--- config.mk ---
export PLATFORM = sky130hd
export DESIGN_NAME = tcp_option_stream_parser
export DESIGN_NICKNAME = d
export VERILOG_FILES = /design/src/tosp_pkg.sv /design/src/tosp_front.sv /design/src/tosp_queue.sv /design/src/tosp_back.sv /design/src/tcp_option_stream_parser.sv
export SDC_FILE = /design/constraint.sdc
export NUM_CORES = 1
export LEC_CHECK = 0
export BUFFER_PORTS_ARGS = -buffer_cell sky130_fd_sc_hd__buf_2
export CAP_MARGIN = 20
export CELL_PAD_IN_SITES_DETAIL_PLACEMENT = 0
export CELL_PAD_IN_SITES_GLOBAL_PLACEMENT = 1
export CORE_UTILIZATION = 40
export CTS_BUF_LIST = sky130_fd_sc_hd__clkbuf_4 sky130_fd_sc_hd__clkbuf_8
export CTS_CLUSTER_DIAMETER = 120
export CTS_CLUSTER_SIZE = 8
export DETAILED_ROUTE_END_ITERATION = 6
export PLACE_DENSITY_LB_ADDON = 0.1
export SYNTH_ARGS = -nofsm -noshare
export SYNTH_HDL_FRONTEND = slang
export SYNTH_HIERARCHICAL = 1
export SYNTH_SLANG_ARGS = --single-unit
--- constraint.sdc ---
create_clock -name aclk -period 8.5 [get_ports aclk]
set_input_delay 1.7 -clock aclk [delete_from_list [all_inputs] [get_ports aclk]]
set_output_delay 1.7 -clock aclk [all_outputs]
set_load 0.005 [all_outputs]
--- src/tosp_pkg.sv ---
// Shared types and constants for the TCP option stream parser.
package tosp_pkg;
    localparam int MAX_SACK_BLOCKS = 4;
    localparam int QDEPTH = 4;
    localparam int QAW = 2;

    localparam logic [1:0] PH_KIND = 2'd0;
    localparam logic [1:0] PH_LEN  = 2'd1;
    localparam logic [1:0] PH_BODY = 2'd2;

    localparam logic [7:0] K_EOL   = 8'd0;
    localparam logic [7:0] K_NOP   = 8'd1;
    localparam logic [7:0] K_MSS   = 8'd2;
    localparam logic [7:0] K_WS    = 8'd3;
    localparam logic [7:0] K_SACKP = 8'd4;
    localparam logic [7:0] K_SACK  = 8'd5;
    localparam logic [7:0] K_TS    = 8'd8;

    localparam logic [6:0] MAX_OPT_RESET = 7'd40;
    localparam logic [6:0] MAX_OPT_CAP   = 7'd64;
    localparam logic [0:0] REG_MAX_OPTIONS = 1'b0;

    // one beat of the front/back queue: up to two results caused by one byte
    typedef struct packed {
        logic        rec_valid;
        logic [7:0]  kind;
        logic [7:0]  length;
        logic [31:0] first_value;
        logic [31:0] second_value;
        logic [1:0]  block_index;
        logic [2:0]  block_count;
        logic [6:0]  rec_count;
        logic        stat_valid;
        logic        status_code;
        logic [6:0]  stat_count;
    } tosp_job_t;
endpackage

--- src/tosp_front.sv ---
// Front end: parses option bytes and classifies the results each byte causes.
module tosp_front (
    input  logic                aclk,
    input  logic                aresetn,
    input  logic [6:0]          max_options,
    input  logic                in_valid,
    input  logic [7:0]          in_byte,
    input  logic                in_last,
    output logic                in_ready,
    output tosp_pkg::tosp_job_t job,
    output logic                job_valid,
    input  logic                job_ready
);
    logic [1:0]  phase_reg, phase_next;
    logic [7:0]  kind_reg, kind_next;
    logic [7:0]  len_reg, len_next;
    logic [7:0]  bio_reg, bio_next;
    logic [63:0] shift_reg, shift_next;
    logic [2:0]  sbn_reg, sbn_next;
    logic [6:0]  cnt_reg, cnt_next;
    logic        stop_reg, stop_next;
    logic        err_reg, err_next;
    logic [6:0]  lim;
    logic        bad;
    logic [7:0]  lm2;
    logic        done;

    assign in_ready  = job_ready;
    assign job_valid = in_valid;
    assign lim = (max_options > tosp_pkg::MAX_OPT_CAP) ? tosp_pkg::MAX_OPT_CAP : max_options;
    assign lm2 = in_byte - 8'd2;

    always_comb begin
        if (in_byte < 8'd2) begin
            bad = 1'b1;
        end else begin
            case (kind_reg)
                tosp_pkg::K_MSS:   bad = in_byte != 8'd4;
                tosp_pkg::K_WS:    bad = in_byte != 8'd3;
                tosp_pkg::K_SACKP: bad = in_byte != 8'd2;
                tosp_pkg::K_TS:    bad = in_byte != 8'd10;
                tosp_pkg::K_SACK:  bad = (lm2[2:0] != 3'd0) ||
                                         (lm2[7:3] > 5'(tosp_pkg::MAX_SACK_BLOCKS));
                default:           bad = 1'b0;
            endcase
        end
    end

    always_comb begin
        logic [7:0] bn;
        logic [7:0] bm2;
        phase_next = phase_reg;
        kind_next  = kind_reg;
        len_next   = len_reg;
        bio_next   = bio_reg;
        shift_next = shift_reg;
        sbn_next   = sbn_reg;
        cnt_next   = cnt_reg;
        stop_next  = stop_reg;
        err_next   = err_reg;
        done       = 1'b0;
        bn         = bio_reg + 8'd1;
        bm2        = bn - 8'd2;
        job = '0;
        job.rec_count = cnt_reg + 7'd1;
        if (!stop_reg) begin
            case (phase_reg)
                tosp_pkg::PH_KIND: begin
                    if (cnt_reg >= lim || in_byte == tosp_pkg::K_EOL) begin
                        stop_next = 1'b1;
                    end else if (in_byte == tosp_pkg::K_NOP) begin
                        job.rec_valid = 1'b1;
                        job.kind      = tosp_pkg::K_NOP;
                        job.length    = 8'd1;
                        cnt_next      = cnt_reg + 7'd1;
                    end else begin
                        kind_next  = in_byte;
                        len_next   = 8'd0;
                        bio_next   = 8'd1;
                        shift_next = '0;
                        sbn_next   = 3'd0;
                        phase_next = tosp_pkg::PH_LEN;
                    end
                end
                tosp_pkg::PH_LEN: begin
                    len_next = in_byte;
                    bio_next = 8'd2;
                    if (bad) begin
                        err_next  = 1'b1;
                        stop_next = 1'b1;
                    end else if (in_byte == 8'd2) begin
                        job.rec_valid = kind_reg != tosp_pkg::K_SACK;
                        job.kind      = kind_reg;
                        job.length    = 8'd2;
                        cnt_next      = cnt_reg + 7'd1;
                        phase_next    = tosp_pkg::PH_KIND;
                    end else begin
                        phase_next = tosp_pkg::PH_BODY;
                    end
                end
                default: begin
                    shift_next = {shift_reg[55:0], in_byte};
                    bio_next   = bn;
                    done       = bn == len_reg;
                    job.kind   = kind_reg;
                    job.length = len_reg;
                    if (kind_reg == tosp_pkg::K_SACK) begin
                        if (bm2[2:0] == 3'd0) begin
                            job.rec_valid    = 1'b1;
                            job.first_value  = shift_next[63:32];
                            job.second_value = shift_next[31:0];
                            job.block_index  = sbn_reg[1:0];
                            job.block_count  = 3'((len_reg - 8'd2) >> 3);
                            sbn_next         = sbn_reg + 3'd1;
                        end
                    end else if (done) begin
                        job.rec_valid = 1'b1;
                        case (kind_reg)
                            tosp_pkg::K_MSS: job.first_value = {16'd0, shift_next[15:0]};
                            tosp_pkg::K_WS:  job.first_value = {24'd0, shift_next[7:0]};
                            tosp_pkg::K_TS: begin
                                job.first_value  = shift_next[63:32];
                                job.second_value = shift_next[31:0];
                            end
                            default: ;
                        endcase
                    end
                    if (done) begin
                        cnt_next   = cnt_reg + 7'd1;
                        phase_next = tosp_pkg::PH_KIND;
                    end
                end
            endcase
            if (in_last && !stop_next && phase_next != tosp_pkg::PH_KIND) begin
                err_next  = 1'b1;
                stop_next = 1'b1;
            end
        end
        if (in_last) begin
            job.stat_valid  = 1'b1;
            job.status_code = err_next;
            job.stat_count  = cnt_next;
            phase_next = tosp_pkg::PH_KIND;
            kind_next  = '0;
            len_next   = '0;
            bio_next   = '0;
            shift_next = '0;
            sbn_next   = '0;
            cnt_next   = '0;
            stop_next  = 1'b0;
            err_next   = 1'b0;
        end
    end

    always_ff @(posedge aclk) begin
        if (!aresetn) begin
            phase_reg <= tosp_pkg::PH_KIND;
            kind_reg  <= '0;
            len_reg   <= '0;
            bio_reg   <= '0;
            shift_reg <= '0;
            sbn_reg   <= '0;
            cnt_reg   <= '0;
            stop_reg  <= 1'b0;
            err_reg   <= 1'b0;
        end else if (in_valid && job_ready) begin
            phase_reg <= phase_next;
            kind_reg  <= kind_next;
            len_reg   <= len_next;
            bio_reg   <= bio_next;
            shift_reg <= shift_next;
            sbn_reg   <= sbn_next;
            cnt_reg   <= cnt_next;
            stop_reg  <= stop_next;
            err_reg   <= err_next;
        end
    end
endmodule

--- src/tosp_queue.sv ---
// Short FIFO of classified jobs between the front and back ends.
module tosp_queue (
    input  logic                aclk,
    input  logic                aresetn,
    input  logic                wr_valid,
    output logic                wr_ready,
    input  tosp_pkg::tosp_job_t wr_job,
    output logic                rd_valid,
    input  logic                rd_ready,
    output tosp_pkg::tosp_job_t rd_job
);
    tosp_pkg::tosp_job_t mem_reg [tosp_pkg::QDEPTH];
    logic [tosp_pkg::QAW-1:0] wp_reg, rp_reg;
    logic [tosp_pkg::QAW:0]   cnt_reg;
    logic wr, rd;

    assign wr_ready = cnt_reg != 3'(tosp_pkg::QDEPTH);
    assign rd_valid = cnt_reg != '0;
    assign rd_job   = mem_reg[rp_reg];
    assign wr = wr_valid && wr_ready;
    assign rd = rd_valid && rd_ready;

    always_ff @(posedge aclk) begin
        if (wr) begin
            mem_reg[wp_reg] <= wr_job;
        end
    end

    always_ff @(posedge aclk) begin
        if (!aresetn) begin
            wp_reg  <= '0;
            rp_reg  <= '0;
            cnt_reg <= '0;
        end else begin
            if (wr) wp_reg <= wp_reg + 1'b1;
            if (rd) rp_reg <= rp_reg + 1'b1;
            cnt_reg <= cnt_reg + (wr ? 3'd1 : 3'd0) - (rd ? 3'd1 : 3'd0);
        end
    end
endmodule

--- src/tosp_back.sv ---
// Back end: emits the record and status beats of each queued job.
module tosp_back (
    input  logic                aclk,
    input  logic                aresetn,
    input  logic                job_valid,
    output logic                job_ready,
    input  tosp_pkg::tosp_job_t job,
    output logic                m_valid,
    input  logic                m_ready,
    output logic                m_is_status,
    output logic [7:0]          m_kind,
    output logic [7:0]          m_length,
    output logic [31:0]         m_first_value,
    output logic [31:0]         m_second_value,
    output logic [1:0]          m_block_index,
    output logic [2:0]          m_block_count,
    output logic                m_status_code,
    output logic [6:0]          m_option_count,
    output logic                m_end_of_run
);
    logic rec_done_reg;
    logic any, send_stat, fire;

    assign any       = job.rec_valid || job.stat_valid;
    assign send_stat = !job.rec_valid || rec_done_reg;
    assign m_valid   = job_valid && any;
    assign fire      = m_valid && m_ready;
    assign job_ready = !any || (fire && (send_stat || !job.stat_valid));

    always_comb begin
        m_is_status    = send_stat;
        m_kind         = send_stat ? 8'd0 : job.kind;
        m_length       = send_stat ? 8'd0 : job.length;
        m_first_value  = send_stat ? 32'd0 : job.first_value;
        m_second_value = send_stat ? 32'd0 : job.second_value;
        m_block_index  = send_stat ? 2'd0 : job.block_index;
        m_block_count  = send_stat ? 3'd0 : job.block_count;
        m_status_code  = send_stat ? job.status_code : 1'b0;
        m_option_count = send_stat ? job.stat_count : job.rec_count;
        m_end_of_run   = send_stat || !job.stat_valid;
    end

    always_ff @(posedge aclk) begin
        if (!aresetn) begin
            rec_done_reg <= 1'b0;
        end else if (job_valid && job_ready) begin
            rec_done_reg <= 1'b0;
        end else if (fire && !send_stat) begin
            rec_done_reg <= 1'b1;
        end
    end
endmodule

--- src/tcp_option_stream_parser.sv ---
// Top level of the TCP option stream parser.
//  channel | dir | handshake         | payload
//  s_      | in  | s_valid/s_ready   | s_option_byte, s_last_byte
//  m_      | out | m_valid/m_ready   | ten result fields
//  apb     | in  | psel/penable      | max_options at address 0
// One byte is accepted per cycle while the job queue has room; each byte makes at most two result beats.
// A byte with both an option record and the status gives a record beat, then a status beat.
// A four-entry job queue decouples parsing from output stalls.
// Reset is synchronous, active low, and clears parse state; max_options becomes 40.
module tcp_option_stream_parser (
    input  logic        aclk,
    input  logic        aresetn,
    input  logic        psel,
    input  logic        penable,
    input  logic        pwrite,
    input  logic        paddr,
    input  logic [31:0] pwdata,
    output logic [31:0] prdata,
    output logic        pready,
    input  logic        s_valid,
    output logic        s_ready,
    input  logic [7:0]  s_option_byte,
    input  logic        s_last_byte,
    output logic        m_valid,
    input  logic        m_ready,
    output logic        m_is_status,
    output logic [7:0]  m_kind,
    output logic [7:0]  m_length,
    output logic [31:0] m_first_value,
    output logic [31:0] m_second_value,
    output logic [1:0]  m_block_index,
    output logic [2:0]  m_block_count,
    output logic        m_status_code,
    output logic [6:0]  m_option_count,
    output logic        m_end_of_run
);
    logic [6:0] max_reg;
    tosp_pkg::tosp_job_t fjob, bjob;
    logic fvalid, fready, bvalid, bready;

    assign pready = 1'b1;
    assign prdata = (paddr == tosp_pkg::REG_MAX_OPTIONS) ? {25'd0, max_reg} : 32'd0;

    always_ff @(posedge aclk) begin
        if (!aresetn) begin
            max_reg <= tosp_pkg::MAX_OPT_RESET;
        end else if (psel && penable && pwrite && paddr == tosp_pkg::REG_MAX_OPTIONS) begin
            max_reg <= pwdata[6:0];
        end
    end

    tosp_front u_front (
        .aclk(aclk), .aresetn(aresetn), .max_options(max_reg),
        .in_valid(s_valid), .in_byte(s_option_byte), .in_last(s_last_byte),
        .in_ready(s_ready), .job(fjob), .job_valid(fvalid), .job_ready(fready)
    );

    tosp_queue u_queue (
        .aclk(aclk), .aresetn(aresetn), .wr_valid(fvalid), .wr_ready(fready),
        .wr_job(fjob), .rd_valid(bvalid), .rd_ready(bready), .rd_job(bjob)
    );

    tosp_back u_back (
        .aclk(aclk), .aresetn(aresetn), .job_valid(bvalid), .job_ready(bready),
        .job(bjob), .m_valid(m_valid), .m_ready(m_ready),
        .m_is_status(m_is_status), .m_kind(m_kind), .m_length(m_length),
        .m_first_value(m_first_value), .m_second_value(m_second_value),
        .m_block_index(m_block_index), .m_block_count(m_block_count),
        .m_status_code(m_status_code), .m_option_count(m_option_count),
        .m_end_of_run(m_end_of_run)
    );
endmodule

==> metrics, run 1 <==
overall die width=between 200 and 250 um; synthesized area=0.0221 mm^2; least setup slack across all paths after layout=between 3 and 4 ns; average size of a mapped cell=14.8 um^2; initial cell density of the core=0.407; power density over cell area=~260 mW/mm^2; share of the synthesized area in the top cell type=0.555; Sink Count=between 500 and 600; total core area=around 0.054 mm^2; crit-path leading delay family=multiplexers; I/O Buffers=~130; full die area=around 0.056 mm^2; Avg WL per Cell=about 21 um; hold buffers post-CTS=0; commonest cells in the netlist=edfxtp_1, and2_1, nand2_1; Inserted Clock Buffers=74; clock period minus worst slack=~5.1 ns; async set-or-reset flop fraction in the synthesized netlist=0; overflow left after global routing=0; post-CTS clock slew at the launch and capture registers of the worst setup and hold paths=roughly 0.060 ns; drt initial violations=just over 800; worst clock skew=0.0203 ns; number of flip-flops under the largest register name=roughly 410; largest net degree at the start of global routing=57; cell row count=85; EDFF count, synth=between 400 and 500; All-Layer GR Usage=0.184; placement-stage cell area=~0.023 mm^2; Post-CTS Resized=0; Hold Path Class=reg2reg; Buf+Inv Stages, Crit Path=3; critical path cell sequence=mux4_2 > nor2b_4 > buf_4 > inv_2 > mux2_2 > buf_2; buffer depth of the longest clock path=3; RSZ-0062 raised after global routing=false; outcome=complete, no violations; synth unique cells=76; vias in the first global route=12800; proportion of layout cells with a drive suffix above 1=0.258; most frequently used cell type in the post-synthesis netlist=edfxtp_1; worst-path fanout max=35; peak clock frequency supported by timing=~200 MHz; CP Capture Type=output pin; last weighted congestion value of the routability-driven placer=0.833; flip-flop and latch count after synthesis=518; total negative setup slack=0 ns; share of the yosys chip area belonging to registers=0.654; startpoint types=flip-flop; worst-skew pair later-pin latency=around 0.64 ns; Detailed Place HPWL=between 30000 and 40000 um; dominant synthesized flop cell=edfxtp_1; number of max-slew violations in the final report=0; overall via count from detail_route=about 13000; beginning of the worst register-to-register path=u_front/cnt_reg[0]$_SDFFE_PN0P_; router iterations before antenna repair=5; Worst Path Required=approximately 6.8 ns; dominant cell type by area after synthesis=edfxtp_1; ranking of synthesized cells by area=edfxtp_1, mux4_2, dfxtp_1; peak supply drop=130 uV; kind of critical path=reg2out; root buffer cell=clkbuf_8; library cell contributing the largest single delay on the critical path=dfxtp_4; relative slew slack=0.362; max-cap check violation count=0; number of standard cells after synthesis=approximately 1500; clock tree from TritonCTS=done; slew at the pin with the worst max-slew slack=0.951 ns; number of placed I/O pins=approximately 180; number of nets still failing antenna checks after routing=0; count of nets after finishing=around 1700; final design utilization=0.456; Place WS=~3.5 ns; post-layout instance count excluding filler cells=about 2400; depth of the CTS H-tree=3; Leak Pwr=between 8 and 9 nW; first-pass GRT wire length=between 70000 and 80000 um; area overhead of the layout relative to synthesis=12.0%; vias per inst=5.28; number of buffers inserted to repair setup after CTS=0; drc violations=0; count of final hold-check violations=0; final setup fails=0; number of cells after detailed placement=roughly 2200; critical path's largest stage delay=0.85 ns; area of all placed cells without fillers=0.0247 mm^2; number of antenna violations at the first check in global routing=4; data arrival time of the worst path=3.35 ns; post-route fraction of the period consumed by the critical path=0.594; final WL=between 50000 and 60000 um; launch point of the worst hold path=u_front/shift_reg[51]$_SDFFE_PN0P_; number of synthesis warnings=6; Vert. Die Dim=roughly 240 um
-- cell usage in the layout (no fill, tap or decap), drive strengths merged, types with 3 or more instances in the layout --
master / n
o21a: 6
clkinvlp: 4
nand2b: 4
a22o: 16
and3: 5
mux4: 102
a311oi: 5
or3: 3
a31oi: 6
o21ai: 16
and2: 159
or4: 6
clkbuf: 130
buf: 150
nand3: 35
nor4b: 5
dfxtp: 110
nor4: 8
ha: 18
nor2b: 30
nor3: 15
xor2: 6
nand2: 147
xnor2: 24
a221oi: 4
edfxtp: 408
a21oi: 46
a21boi: 36
inv: 30
o221a: 7
a211oi: 3
nand4: 3
conb: 26
or4b: 7
nor2: 40
and2b: 7
mux2: 7
mux2i: 17
-- power by group --
group          total, mW  switching [mW]  internal, mW
logic               1.49           0.773         0.718
registers           3.07           0.124          2.95
clock network       2.00           0.927          1.07
total               6.56            1.82          4.73
-- final cells by class --
type                    count  area, um^2
flip-flops and latches    518       14500
fillers                  4848       29500
diodes                      2        5.00
well taps                 696         871
multi-input cells         852        6990
repair buffers            150         808
clock buffers             130        1450
inverters                  30         113
clock inverters             6        50.0
-- worst register-to-register path, stage by stage (launching register included) --
cell	delay [ns]
dfxtp_1	0.44
inv_1	0.20
ha_1	0.33
nor2b_1	0.10
o21ai_0	0.11
a311oi_1	0.81
a311oi_2	0.46
nor3_1	0.37
buf_4	0.28
nand2b_2	0.67
a311oi_1	0.10
-- per-layer routing --
metal | GRT usage | wire length, um | vias to the layer above
met5 | 0 | 13 | -
met4 | 0.0645 | 1150 | 2
met3 | 0.0294 | 2110 | 81
met2 | 0.286 | 23800 | 274
met1 | 0.263 | 23900 | 6415
li1 | - | - | 5823
-- stage by stage --
step | hold WS [ns] | total power, mW
final | 0.459 | 6.56
after global placement | 0.448 | 4.65
after floorplan | 0.436 | 4.17
after detailed placement | 0.454 | 4.67
after global routing | 0.480 | 6.92
after CTS | 0.457 | 6.69
-- worst paths after layout --
check                                             to  slack (ns)  cells past startpoint
setup reg to reg     u_front/bio_reg[1]$_SDFFE_PN0P_        4.49                     10
setup / recovery                   m_option_count[6]        3.45                      6
hold reg to reg   u_front/shift_reg[51]$_SDFFE_PN0P_        0.46                      2
hold / removal    u_front/shift_reg[51]$_SDFFE_PN0P_        0.46                      2
-- kinds of logic after synthesis --
group / synth area share
multiplexers: 0.115
adder cells (fa/ha/maj): 0.0111
other: 0.000340
flip-flops: 0.654
AO/OA/AOI/OAI: 0.0553
AND/OR/NAND/NOR: 0.117
XOR/XNOR: 0.0119
buffers and inverters: 0.0344
No activity file was read; power rests on OpenSTA's default activity.
==> run 2, diff against run 1 <==
==> constraint.sdc (replaced) <==
create_clock -name aclk -period 4.2 [get_ports aclk]
set_input_delay 0.84 -clock aclk [delete_from_list [all_inputs] [get_ports aclk]]
set_output_delay 0.84 -clock aclk [all_outputs]
set_load 0.005 [all_outputs]
==> metrics, run 2 (synthesized netlist as in run 1, its figures left out) <==
CP Capture Type=output pin; Crit path depth=7 (+1); worst hold stages=3 (+1); final WL=50500 um (-0.87%); worst-path fanout max=26 (-26%); clock group share of total power=0.306 (+0.002); peak supply drop=442 uV (+240%); most common cell after layout, fill and taps aside=edfxtp_1; Inserted Clock Buffers=74 (unchanged); number of placed I/O pins=179 (unchanged); drc violations=0 (unchanged); data arrival time of the worst path=3.01 ns (-0.34 ns); total negative setup slack=0 ns (unchanged); number of max-slew violations in the final report=0 (unchanged); clock period minus worst slack=approximately 3.9 ns; slew at the pin with the worst max-slew slack=0.905 ns (-0.0459 ns); Buf+Inv Stages, Crit Path=4 (+1); number of antenna violations at the first check in global routing=4 (unchanged); power density over cell area=535 mW/mm^2 (+100%); worst clock skew=0.0276 ns (+0.00727 ns); Hold Path Class=in2reg; vias in the first global route=12800 (-0.18%); proportion of total power due to net switching=0.278 (-0.000462); number of nets still failing antenna checks after routing=0 (unchanged); peak clock frequency supported by timing=roughly 260 MHz; final setup fails=0 (unchanged); vias per inst=5.28 (-0.12%); last weighted congestion value of the routability-driven placer=0.870 (+4.4%); sum of internal, switching and leakage power=13.3 mW (+100%); clock tree from TritonCTS=done; critical path's largest stage delay=0.44 ns (-0.41 ns); relative slew slack=0.392 (+0.0303); final design utilization=0.460 (+0.00323); overall via count from detail_route=12600 (+0.17%); worst-skew pair later-pin latency=0.65 ns (about the same); launch point of the worst hold path=pwdata[0]; critical path cell sequence=buf_4 > mux4_2 > nor2b_4 > buf_4 > inv_2 > mux2_2 > buf_2; most frequent cell on the critical path=buf_4; number of flip-flops under the largest register name=408 (unchanged); full die area=0.0562 mm^2 (unchanged); All-Layer GR Usage=0.183 (-0.00144); router iterations before antenna repair=5 (unchanged); power dissipated by switching net loads=3.71 mW (+100%); filler cell count=4933 (+1.8%); count of final hold-check violations=0 (unchanged); proportion of layout cells with a drive suffix above 1=0.261 (+0.00307); Detailed Place HPWL=31100 um (-1.6%); post-CTS clock slew at the launch and capture registers of the worst setup and hold paths=0.06 ns (about the same); least setup slack across all paths after layout=0.347 ns (-3.10 ns); post-route fraction of the period consumed by the critical path=0.917; depth of the CTS H-tree=3 (unchanged); kind of critical path=reg2out; Sink Count=518 (unchanged); Avg WL per Cell=21.1 um (-1.2%); sequential power share=0.457 (-0.011); hold buffers post-CTS=0 (unchanged); Worst Path Required=3.36 ns (-3.44 ns); crit-path leading delay family=buffers and inverters; number of buffers inserted to repair setup after CTS=0 (unchanged); I/O Buffers=127 (unchanged); overall die width=237 um (unchanged); Leak Pwr=8.51 nW (+0.99%); startpoint types=flip-flop; RSZ-0062 raised after global routing=false; first-pass GRT wire length=77200 um (-0.79%); library cell contributing the largest single delay on the critical path=mux4_2; area overhead of the layout relative to synthesis=12.8%; Post-CTS Resized=0 (unchanged); initial cell density of the core=0.407 (unchanged); outcome=complete, no violations; buffer depth of the longest clock path=3 (unchanged); cell row count=85 (unchanged); beginning of the worst register-to-register path=u_front/kind_reg[7]$_SDFFE_PN0P_; largest net degree at the start of global routing=77 (+35%); Vert. Die Dim=237 um (unchanged); root buffer cell=clkbuf_8; max-cap check violation count=0 (unchanged); relative contribution of combinational cells to total power=0.237 (+0.009); placement-stage cell area=0.0234 mm^2 (+0.72%); Place WS=0.390 ns (-3.10 ns); count of nets after finishing=1700 (+0.35%); total core area=0.0542 mm^2 (unchanged); cell-internal power=9.64 mW (+100%); depth of the worst register-to-register path=10 (unchanged); most used cells in the layout excluding fill and tap cells=edfxtp_1, and2_1, nand2_1, buf_2, dfxtp_1; drt initial violations=763 (-7.4%); overflow left after global routing=0 (unchanged); area of all placed cells without fillers=0.0249 mm^2 (+0.71%)
## run 2: path summary, 6_finish.rpt
kind | end | slack (ns)
max | m_option_count[0] | 0.35
min reg2reg | u_front/shift_reg[53]$_SDFFE_PN0P_ | 0.46
min | max_reg[0]$_SDFFE_PN0P_ | 0.44
max reg2reg | u_queue/mem_reg[0][5]$_DFFE_PP_ | 0.40
## run 2: power by group through the flow
| stage | Combinational (mW) | Clock (mW) | Sequential [mW] |
|---|---|---|---|
| floorplan | 2.25 | 0 | 6.19 |
| global placement | 3.28 | 0 | 6.19 |
| detailed placement | 3.28 | 0 | 6.21 |
| CTS | 3.29 | 4.23 | 6.10 |
| global route | 3.48 | 4.45 | 6.13 |
| finish | 3.17 | 4.08 | 6.10 |
## run 2: worst register-to-register path: cells and delay by family (launching register included)
family	cells	cell delay, ns
simple gates	5	2.03
compound gates	4	1.02
fa+ha+maj	1	0.24
flops	1	0.33
## run 2: metrics by stage
| stage | cells | hold WS [ns] |
|---|---|---|
| after floorplan | 1513 | 0.436 |
| after global routing | 2390 | 0.418 |
| after CTS | 2389 | 0.374 |
| final | 2391 | 0.438 |
| after global placement | 2252 | 0.450 |
| after detailed placement | 2252 | 0.454 |
## run 2: cell type report
class	instances	area, um^2	share of cell area
inverter	30	113	0.00452
tap	696	871	0.0349
clock inverter	5	42.5	0.00171
multi-input combinational	852	6990	0.280
clock buffer	132	1470	0.0588
antenna	2	5.00	0.000201
sequential	518	14500	0.580
timing repair buffer	156	978	0.0393
## run 2: routing by layer
layer	vias up	part of all wire	track usage
met2	266	0.47	0.287
met5	-	0.00016	0
met3	54	0.045	0.0342
met1	6459	0.47	0.256
met4	2	0.016	0.0598
li1	5836	-	-
